===== src/design/annexb_pkg.sv =====
// Shared types and constants for the Annex B start code parser and unit classifier.
// Used by annexb_front, annexb_queue, annexb_back and the top level; no dependencies.
`default_nettype none

package annexb_pkg;

  // Byte values and type limits of the byte stream format.
  localparam logic [7:0] ZeroByte = 8'h00;
  localparam logic [7:0] MarkByte = 8'h01;
  localparam logic [4:0] TypeMask = 5'h1F;
  localparam logic [4:0] TypeMax  = 5'd23;

  // Unit types that the summary tracks.
  localparam logic [4:0] TypeSliceLo = 5'd1;
  localparam logic [4:0] TypeIdr     = 5'd5;
  localparam logic [4:0] TypeSps     = 5'd7;
  localparam logic [4:0] TypePps     = 5'd8;
  localparam logic [4:0] TypeAud     = 5'd9;

  localparam logic [7:0] CountMax = 8'hFF;

  // One parsed event from the front part: a header byte, a payload end, or both.
  typedef struct packed {
    logic       found;
    logic [4:0] kind;
    logic       last;
  } event_t;

  // One result item as presented on the output ports.
  typedef struct packed {
    logic       unit_found;
    logic [4:0] unit_type;
    logic       payload_done;
    logic       saw_idr;
    logic       saw_sps;
    logic       saw_pps;
    logic       saw_delimiter;
    logic       slice_type_valid;
    logic [2:0] first_slice_type;
    logic [7:0] unit_count;
  } result_t;

endpackage

`default_nettype wire


===== src/design/annexb_nal_unit_classifier_core.sv =====
// Top level of the Annex B start code parser and unit classifier.
// Depends on annexb_pkg, annexb_front, annexb_queue and annexb_back.
`default_nettype none

// The block takes one payload byte per item through a queue-style input (push, full) and
// delivers result items through a queue-style output (empty, pop). A run of two or more
// zero bytes followed by 01 is a start code, and the byte after it is a unit header; each
// header yields a result with its unit type (low five bits, types above 23 shown as 0).
// The byte flagged last_byte_i yields a result carrying the payload summary: IDR, SPS,
// PPS and delimiter flags, the first slice type, and a unit count saturating at 255. A
// header that is also the last byte gives one result with both parts. Bytes that are
// neither produce nothing. The block sustains one byte per clock cycle while full is low:
// the front part updates the two-bit zero run and the header flag, and the back part
// updates the summary and its output register. A result passes through the event queue
// and the output register before it reaches the output ports. The event queue of
// QueueDepth entries between the two parts and the output register together hold
// QueueDepth + 1 result items while the output side stalls; full rises once the queue
// itself is full, whether or not the next byte would produce a result.
module annexb_nal_unit_classifier_core #(
  parameter int QueueDepth = 4
) (
  input  wire         clk_i,
  input  wire         rst_ni,
  // Input byte channel.
  input  wire         push,
  output logic        full,
  input  wire  [7:0]  byte_value_i,
  input  wire         last_byte_i,
  // Result channel.
  output logic        empty,
  input  wire         pop,
  output logic        unit_found_o,
  output logic [4:0]  unit_type_o,
  output logic        payload_done_o,
  output logic        saw_idr_o,
  output logic        saw_sps_o,
  output logic        saw_pps_o,
  output logic        saw_delimiter_o,
  output logic        slice_type_valid_o,
  output logic [2:0]  first_slice_type_o,
  output logic [7:0]  unit_count_o
);
  import annexb_pkg::*;

  logic    q_full, q_empty, q_wr, q_rd, front_accept, out_valid;
  event_t  q_wr_data, q_rd_data;
  result_t res;

  // The front part classifies each byte and queues an event only for headers and
  // payload ends, so full only depends on the queue.
  annexb_front u_front (
    .clk_i       (clk_i),
    .rst_ni      (rst_ni),
    .push_i      (push),
    .byte_value_i(byte_value_i),
    .last_byte_i (last_byte_i),
    .q_full_i    (q_full),
    .accept_o    (front_accept),
    .q_wr_o      (q_wr),
    .q_data_o    (q_wr_data)
  );

  annexb_queue #(
    .Depth(QueueDepth)
  ) u_queue (
    .clk_i    (clk_i),
    .rst_ni   (rst_ni),
    .wr_i     (q_wr),
    .wr_data_i(q_wr_data),
    .rd_i     (q_rd),
    .rd_data_o(q_rd_data),
    .full_o   (q_full),
    .empty_o  (q_empty)
  );

  // The back part keeps the running summary and the output register.
  annexb_back u_back (
    .clk_i      (clk_i),
    .rst_ni     (rst_ni),
    .q_empty_i  (q_empty),
    .q_data_i   (q_rd_data),
    .q_rd_o     (q_rd),
    .pop_i      (pop),
    .out_valid_o(out_valid),
    .out_o      (res)
  );

  assign full               = q_full;
  assign empty              = !out_valid;
  assign unit_found_o       = res.unit_found;
  assign unit_type_o        = res.unit_type;
  assign payload_done_o     = res.payload_done;
  assign saw_idr_o          = res.saw_idr;
  assign saw_sps_o          = res.saw_sps;
  assign saw_pps_o          = res.saw_pps;
  assign saw_delimiter_o    = res.saw_delimiter;
  assign slice_type_valid_o = res.slice_type_valid;
  assign first_slice_type_o = res.first_slice_type;
  assign unit_count_o       = res.unit_count;

`ifndef NO_ASSERTIONS
  a_accept_match: assert property (@(posedge clk_i) disable iff (!rst_ni)
    front_accept == (push && !full)) else $error("input accept mismatch");

  a_no_overflow: assert property (@(posedge clk_i) disable iff (!rst_ni)
    q_wr |-> !q_full) else $error("event written into a full queue");

  a_result_source: assert property (@(posedge clk_i) disable iff (!rst_ni)
    $fell(empty) |-> $past(!q_empty)) else $error("result appeared without a queued event");
`endif

endmodule

`default_nettype wire


===== src/design/annexb_front.sv =====
// Front part: accepts payload bytes, tracks the zero run and classifies header bytes.
// Depends on annexb_pkg; writes event_t records into annexb_queue.
`default_nettype none

module annexb_front (
  input  wire                  clk_i,
  input  wire                  rst_ni,
  input  wire                  push_i,
  input  wire  [7:0]           byte_value_i,
  input  wire                  last_byte_i,
  input  wire                  q_full_i,
  output logic                 accept_o,
  output logic                 q_wr_o,
  output annexb_pkg::event_t   q_data_o
);
  import annexb_pkg::*;

  logic [1:0] zero_run_q, zero_run_d;
  logic       header_next_q, header_next_d;
  logic [4:0] kind_raw;

  assign accept_o = push_i && !q_full_i;
  assign kind_raw = byte_value_i[4:0] & TypeMask;

  always_comb begin
    q_data_o.found = header_next_q;
    q_data_o.kind  = (header_next_q && kind_raw <= TypeMax) ? kind_raw : 5'd0;
    q_data_o.last  = last_byte_i;
  end

  assign q_wr_o = accept_o && (header_next_q || last_byte_i);

  always_comb begin
    zero_run_d    = zero_run_q;
    header_next_d = header_next_q;
    if (accept_o) begin
      if (last_byte_i) begin
        // Every payload is parsed on its own.
        zero_run_d    = 2'd0;
        header_next_d = 1'b0;
      end else if (header_next_q) begin
        // A header byte never counts toward the next start code.
        zero_run_d    = 2'd0;
        header_next_d = 1'b0;
      end else if (byte_value_i == ZeroByte) begin
        zero_run_d = (zero_run_q == 2'd2) ? 2'd2 : zero_run_q + 2'd1;
      end else begin
        header_next_d = (byte_value_i == MarkByte) && (zero_run_q == 2'd2);
        zero_run_d    = 2'd0;
      end
    end
  end

  always_ff @(posedge clk_i or negedge rst_ni) begin
    if (!rst_ni) begin
      zero_run_q    <= 2'd0;
      header_next_q <= 1'b0;
    end else begin
      zero_run_q    <= zero_run_d;
      header_next_q <= header_next_d;
    end
  end

endmodule

`default_nettype wire


===== src/design/annexb_queue.sv =====
// Short event queue between the front and back parts.
// Depends on annexb_pkg for the event_t record.
`default_nettype none

module annexb_queue #(
  parameter int Depth = 4
) (
  input  wire                  clk_i,
  input  wire                  rst_ni,
  input  wire                  wr_i,
  input  annexb_pkg::event_t   wr_data_i,
  input  wire                  rd_i,
  output annexb_pkg::event_t   rd_data_o,
  output logic                 full_o,
  output logic                 empty_o
);
  import annexb_pkg::*;

  localparam int AddrW = (Depth > 1) ? $clog2(Depth) : 1;
  localparam int CntW  = $clog2(Depth + 1);
  localparam logic [AddrW-1:0] LastAddr = AddrW'(Depth - 1);
  localparam logic [CntW-1:0]  DepthCnt = CntW'(Depth);

  event_t           slots_q [Depth];
  logic [AddrW-1:0] wr_ptr_q, rd_ptr_q;
  logic [CntW-1:0]  count_q;
  logic             do_wr, do_rd;

  assign full_o    = (count_q == DepthCnt);
  assign empty_o   = (count_q == '0);
  assign do_wr     = wr_i && !full_o;
  assign do_rd     = rd_i && !empty_o;
  assign rd_data_o = slots_q[rd_ptr_q];

  always_ff @(posedge clk_i) begin
    if (do_wr) begin
      slots_q[wr_ptr_q] <= wr_data_i;
    end
  end

  always_ff @(posedge clk_i or negedge rst_ni) begin
    if (!rst_ni) begin
      wr_ptr_q <= '0;
      rd_ptr_q <= '0;
      count_q  <= '0;
    end else begin
      if (do_wr) begin
        wr_ptr_q <= (wr_ptr_q == LastAddr) ? '0 : wr_ptr_q + AddrW'(1);
      end
      if (do_rd) begin
        rd_ptr_q <= (rd_ptr_q == LastAddr) ? '0 : rd_ptr_q + AddrW'(1);
      end
      if (do_wr && !do_rd) begin
        count_q <= count_q + CntW'(1);
      end else if (do_rd && !do_wr) begin
        count_q <= count_q - CntW'(1);
      end
    end
  end

`ifndef NO_ASSERTIONS
  a_count_bound: assert property (@(posedge clk_i) disable iff (!rst_ni)
    count_q <= DepthCnt) else $error("queue count beyond depth");

  a_count_up: assert property (@(posedge clk_i) disable iff (!rst_ni)
    (do_wr && !do_rd) |=> (count_q == $past(count_q) + CntW'(1)))
    else $error("queue count did not grow on a write");

  a_ptr_gap: assert property (@(posedge clk_i) disable iff (!rst_ni)
    (count_q == '0 || count_q == DepthCnt) |-> (wr_ptr_q == rd_ptr_q))
    else $error("queue pointers disagree with the count");
`endif

endmodule

`default_nettype wire


===== src/design/annexb_back.sv =====
// Back part: folds queued events into the per-payload summary and holds the result item.
// Depends on annexb_pkg; reads event_t records from annexb_queue.
`default_nettype none

module annexb_back (
  input  wire                  clk_i,
  input  wire                  rst_ni,
  input  wire                  q_empty_i,
  input  annexb_pkg::event_t   q_data_i,
  output logic                 q_rd_o,
  input  wire                  pop_i,
  output logic                 out_valid_o,
  output annexb_pkg::result_t  out_o
);
  import annexb_pkg::*;

  logic [3:0] flags_q, flags_d;    // bit0 IDR, bit1 SPS, bit2 PPS, bit3 AUD
  logic [2:0] first_q, first_d;
  logic [7:0] count_q, count_d;
  logic       valid_q;
  result_t    res_q, res_d;

  // The output register refills in the same cycle that its item is popped, if the queue holds an event.
  assign q_rd_o      = !q_empty_i && (!valid_q || pop_i);
  assign out_valid_o = valid_q;
  assign out_o       = res_q;

  always_comb begin
    flags_d = flags_q;
    first_d = first_q;
    count_d = count_q;
    if (q_data_i.found) begin
      if (count_q != CountMax) begin
        count_d = count_q + 8'd1;
      end
      unique case (q_data_i.kind)
        TypeIdr: flags_d[0] = 1'b1;
        TypeSps: flags_d[1] = 1'b1;
        TypePps: flags_d[2] = 1'b1;
        TypeAud: flags_d[3] = 1'b1;
        default: ;
      endcase
      if (q_data_i.kind >= TypeSliceLo && q_data_i.kind <= TypeIdr && first_q == 3'd0) begin
        first_d = q_data_i.kind[2:0];
      end
    end

    res_d                  = '0;
    res_d.unit_found       = q_data_i.found;
    res_d.unit_type        = q_data_i.kind;
    if (q_data_i.last) begin
      res_d.payload_done     = 1'b1;
      res_d.saw_idr          = flags_d[0];
      res_d.saw_sps          = flags_d[1];
      res_d.saw_pps          = flags_d[2];
      res_d.saw_delimiter    = flags_d[3];
      res_d.slice_type_valid = (first_d != 3'd0);
      res_d.first_slice_type = first_d;
      res_d.unit_count       = count_d;
      flags_d = '0;
      first_d = '0;
      count_d = '0;
    end
  end

  always_ff @(posedge clk_i) begin
    if (q_rd_o) begin
      res_q <= res_d;
    end
  end

  always_ff @(posedge clk_i or negedge rst_ni) begin
    if (!rst_ni) begin
      flags_q <= '0;
      first_q <= '0;
      count_q <= '0;
      valid_q <= 1'b0;
    end else begin
      if (q_rd_o) begin
        flags_q <= flags_d;
        first_q <= first_d;
        count_q <= count_d;
      end
      if (q_rd_o) begin
        valid_q <= 1'b1;
      end else if (pop_i) begin
        valid_q <= 1'b0;
      end
    end
  end

`ifndef NO_ASSERTIONS
  a_hold_result: assert property (@(posedge clk_i) disable iff (!rst_ni)
    (valid_q && !pop_i) |=> (valid_q && res_q == $past(res_q)))
    else $error("waiting result changed before it was taken");

  a_summary_clear: assert property (@(posedge clk_i) disable iff (!rst_ni)
    (q_rd_o && q_data_i.last) |=> (count_q == '0 && flags_q == '0 && first_q == '0))
    else $error("summary not cleared at payload end");

  a_report_kind: assert property (@(posedge clk_i) disable iff (!rst_ni)
    valid_q |-> (res_q.unit_type <= TypeMax && (res_q.unit_found || res_q.payload_done)))
    else $error("result item without a header or payload end");
`endif

endmodule

`default_nettype wire

===== config.mk =====
export PLATFORM = sky130hd
export DESIGN_NAME = annexb_nal_unit_classifier_core
export DESIGN_NICKNAME = d
export VERILOG_FILES = /design/src/design/annexb_pkg.sv /design/src/design/annexb_nal_unit_classifier_core.sv /design/src/design/annexb_front.sv /design/src/design/annexb_queue.sv /design/src/design/annexb_back.sv
export SDC_FILE = /design/constraint.sdc
export NUM_CORES = 1
export LEC_CHECK = 0
export ABC_CLOCK_PERIOD_IN_PS = 7100
export BUFFER_PORTS_ARGS = -buffer_cell sky130_fd_sc_hd__buf_4
export CELL_PAD_IN_SITES_DETAIL_PLACEMENT = 1
export CELL_PAD_IN_SITES_GLOBAL_PLACEMENT = 2
export CORE_UTILIZATION = 40
export CTS_CLUSTER_SIZE = 14
export DETAILED_ROUTE_END_ITERATION = 10
export GPL_ROUTABILITY_DRIVEN = 0
export PLACE_DENSITY = 0.82
export SYNTH_ARGS = -nofsm -noshare
export SYNTH_HDL_FRONTEND = slang
export SYNTH_SLANG_ARGS = --single-unit

===== constraint.sdc =====
create_clock -name clk_i -period 7.1 [get_ports clk_i]
set_clock_uncertainty 0.05 [all_clocks]
set_input_delay 0.71 -clock clk_i [delete_from_list [all_inputs] [get_ports clk_i]]
set_output_delay 0.71 -clock clk_i [all_outputs]
set_load 0.1 [all_outputs]

==> metrics.md <==
| Metric | Value |
|---|---|
| # resized after CTS | 0 |
| DRC violations left | 0 |
| Cell area after synthesis | 3470 sq um |
| Drt wl/cell | 17.6 um |
| Drt initial violations | 77 |
| Synth Instances | 265 |
| Clock Path Buffers | 2 |
| Row count | 33 |
| First-pass GRT wire length | 12.5 mm |
| Die Ht | 95.1 um |
| Max VDD drop | 0.157 mV |
| Clk network pwr share | 18.5% |
| Worst endpoint required time | 7.34 ns |
| EDFF count, synth | 51 |
| CP Class | flop to flop |
| PortBufs | 37 |
| TritonRoute pass-1 iters | 4 |
| Finished Core Util | 48.8% |
| Slew Limit Fails | 0 |
| Net Switching | 923 uW |
| Largest net degree at the start of global routing | 36 |
| Clk sinks | 77 |
| Area Overhead vs Synth | 16.9% |
| Max-cap violations | 0 |
| Worst slack at placement | 4.45 ns |
| Synthesized Nets | 288 |
| Total GRT Usage | 18.7% |
| Top FF cell, synth | edfxtp_1 |
| Htree depth | 3 |
| Worst Path Arrival | 2.78 ns |
| Vias in the first global route | 2,384 |
| Final wirelength | 7.34 mm |
| Fraction of layout cells with a size suffix above 1 | 20.6% |
| Internal power | 1.05 mW |
| Yosys top cell by area | edfxtp_1 |
| PD cells | 486 nW/um^2 |
| Die width | 95.1 um |
| Top-level port count | 38 |
| DPL Wire Length | 5.10 mm |
| Status | finished, final reports clean |
| Unique masters post-synth | 52 |
| Later-pin clock latency in the skew report | 0.35 ns |
| Setup TNS | 0 ns |
| R2R depth | 6 |
| YS warnings | 0 |
| Top sig layer | met4 |
| Tmin final | 2.54 ns |
| Min-Delay Path Class | input pin to asynchronous set/reset pin |
| Die area | 9050 sq um |
| Worst-Margin Slew | 0.967 ns |
| Met3 wire len | 179 um |
| Setup ws final | 4.56 ns |
| Critical path fanouts, max | 18 |
| Initial antenna violation count | 0 |
| Yosys reg bits | 77 |
| Via count | 2,273 |
| Final setup violating endpoints | 0 |
| Core Box Area | 8300 sq um |
| Metal-1 WL | 3.35 mm |
| Clock root buffer | clkbuf_8 |
| CTS tree | done |
| Final period util | 35.8% |
| RSZ-0062 raised after global routing | no |
| Ys async rst share | 33.8% |
| Diodes inserted | 0 |
| Layout fillers | 866 |
| Post-Syn Area per Cell | 13.1 sq um |
| Via density | 5.46 |
| Grt total ovfl | 0 |
| Worst setup SP type | flop |
| Nets | 329 |
| Hold_buf cts | 0 |
| Highest clock rate | 394 MHz |
| Yosys top cell area share | 44.2% |
| Wire length on met2 | 3.67 mm |
| Initial Utilization | 41.8% |
| Post-CTS Setup Inserts | 0 |
| Total CTS buffers | 9 |
| Leakage | 1.61 nW |
| Register area share after synthesis | 62.9% |
| Seq pwr share | 35.7% |
| Antenna-violating nets left | 0 |
| Sw Share | 46.9% |
| Combinational Power Share | 45.8% |
| Clock transition at the registers of the reported paths | 0.08 ns |
| Max_slew headroom | 35.0% |
| Synth area leaders | edfxtp_1, dfrtp_1, mux4_2 |
| Final Hold Fails | 0 |
| CP Capture Type | flop |
cell families (layout without fill, tap and decap cells):
logic type | Yosys count | in the layout | synth area share [%]
xor+xnor | 6 | 6 | 1.52
simple gates | 95 | 95 | 13.7
mux | 15 | 15 | 7.14
flops | 77 | 77 | 62.9
fa+ha+maj | 10 | 10 | 3.82
compound gates | 44 | 44 | 8.62
buf+inv | 18 | 64 | 2.31
power by group through the flow:
stage               registers (mW)  logic [mW]  clock network (mW)
floorplan                     1.04       0.382                   0
global placement             0.707       0.888                   0
finish                       0.703       0.902               0.364
detailed placement           0.717       0.907                   0
global route                 0.721       0.970               0.387
CTS                          0.707       0.911               0.373
placed cells by master, fill, tap and decap left out, drive strengths merged, types with 4 or more instances in the layout:
master | Yosys | final
and2 | 9 | 9
xnor2 | 4 | 4
nand3 | 5 | 5
edfxtp | 51 | 51
inv | 11 | 11
dfrtp | 26 | 26
nor3 | 5 | 5
o21ai | 8 | 8
clkbuf | 4 | 10
a21oi | 8 | 8
a22o | 4 | 4
nor2 | 25 | 25
a31oi | 4 | 4
or3 | 4 | 4
mux4 | 7 | 7
mux2 | 5 | 5
ha | 9 | 9
buf | 3 | 37
nand2 | 27 | 27
o31ai | 5 | 5
final timing paths:
| kind | slack [ns] | endpoint | startpoint |
|---|---|---|---|
| max | 4.56 | u_back.count_q[4]$_DFFE_PN0P_ | u_queue.rd_ptr_q[1]$_DFFE_PN0P_ |
| min in group clk_i | 0.44 | u_queue.count_q[2]$_DFFE_PN0P_ | u_queue.count_q[2]$_DFFE_PN0P_ |
| max in group asynchronous | 6.50 | u_queue.wr_ptr_q[1]$_DFFE_PN0P_ | rst_ni |
| min | 0.22 | u_back.flags_q[2]$_DFFE_PN0P_ | rst_ni |
| min reg2reg | 0.44 | u_queue.count_q[2]$_DFFE_PN0P_ | u_queue.count_q[2]$_DFFE_PN0P_ |
| max reg2reg | 4.56 | u_back.count_q[4]$_DFFE_PN0P_ | u_queue.rd_ptr_q[1]$_DFFE_PN0P_ |
registers in the layout (all words and copies together), names as in the netlist, 2 cells and up:
signal	flops
u_back.count_q	8
u_back.out_o	23
u_back.flags_q	4
u_back.first_q	3
u_queue.count_q	3
u_queue.rd_ptr_q	2
u_queue.slots_q	28
u_front.zero_run_q	2
u_queue.wr_ptr_q	2
per-stage QoR:
stage / power [mW] / instances / hold slack (ns) / area (sq um)
CTS: 1.99 / 416 / 0.212 / 4050
finish: 1.97 / 416 / 0.217 / 4050
global placement: 1.60 / 400 / 0.425 / 3840
floorplan: 1.42 / 265 / 0.364 / 3470
detailed placement: 1.62 / 400 / 0.434 / 3840
global route: 2.08 / 416 / 0.225 / 4050
per-layer routing:
layer	vias up	track usage, %
met1	1155	23.7
met2	41	31.1
li1	1067	-
met5	-	0
met3	10	2.87
met4	0	9.09
synth_stat cells, types with 3 or more instances:
cell,count
edfxtp_1,51
nand2_1,27
dfrtp_1,26
nor2_1,25
and2_1,9
ha_1,9
inv_1,9
a21oi_1,8
mux4_2,7
nand3_1,5
nor3_1,5
o21ai_1,5
o31ai_1,5
a22o_1,4
a31oi_1,4
clkbuf_1,4
xnor2_1,4
and3_1,3
mux2i_1,3
nor2b_1,3
o21ai_0,3
or3_1,3
cell type report:
cell class / count / area, sq um / area share [%]
timing repair buffer: 37 / 278 / 6.85
clock buffer: 10 / 128 / 3.15
tap: 105 / 131 / 3.24
multi-input combinational: 170 / 1210 / 29.8
clock inverter: 6 / 87.6 / 2.16
sequential: 77 / 2180 / 53.8
inverter: 11 / 41.3 / 1.02
worst max-delay path, cell delays in order (launching register included):
cell and delay (ns):
dfrtp_1 0.66, mux2i_1 0.27, mux2_4 0.32, inv_2 0.17
or3_4 0.44, or4_1 0.48, nand3_1 0.10
(Power assumes the default switching activity.)
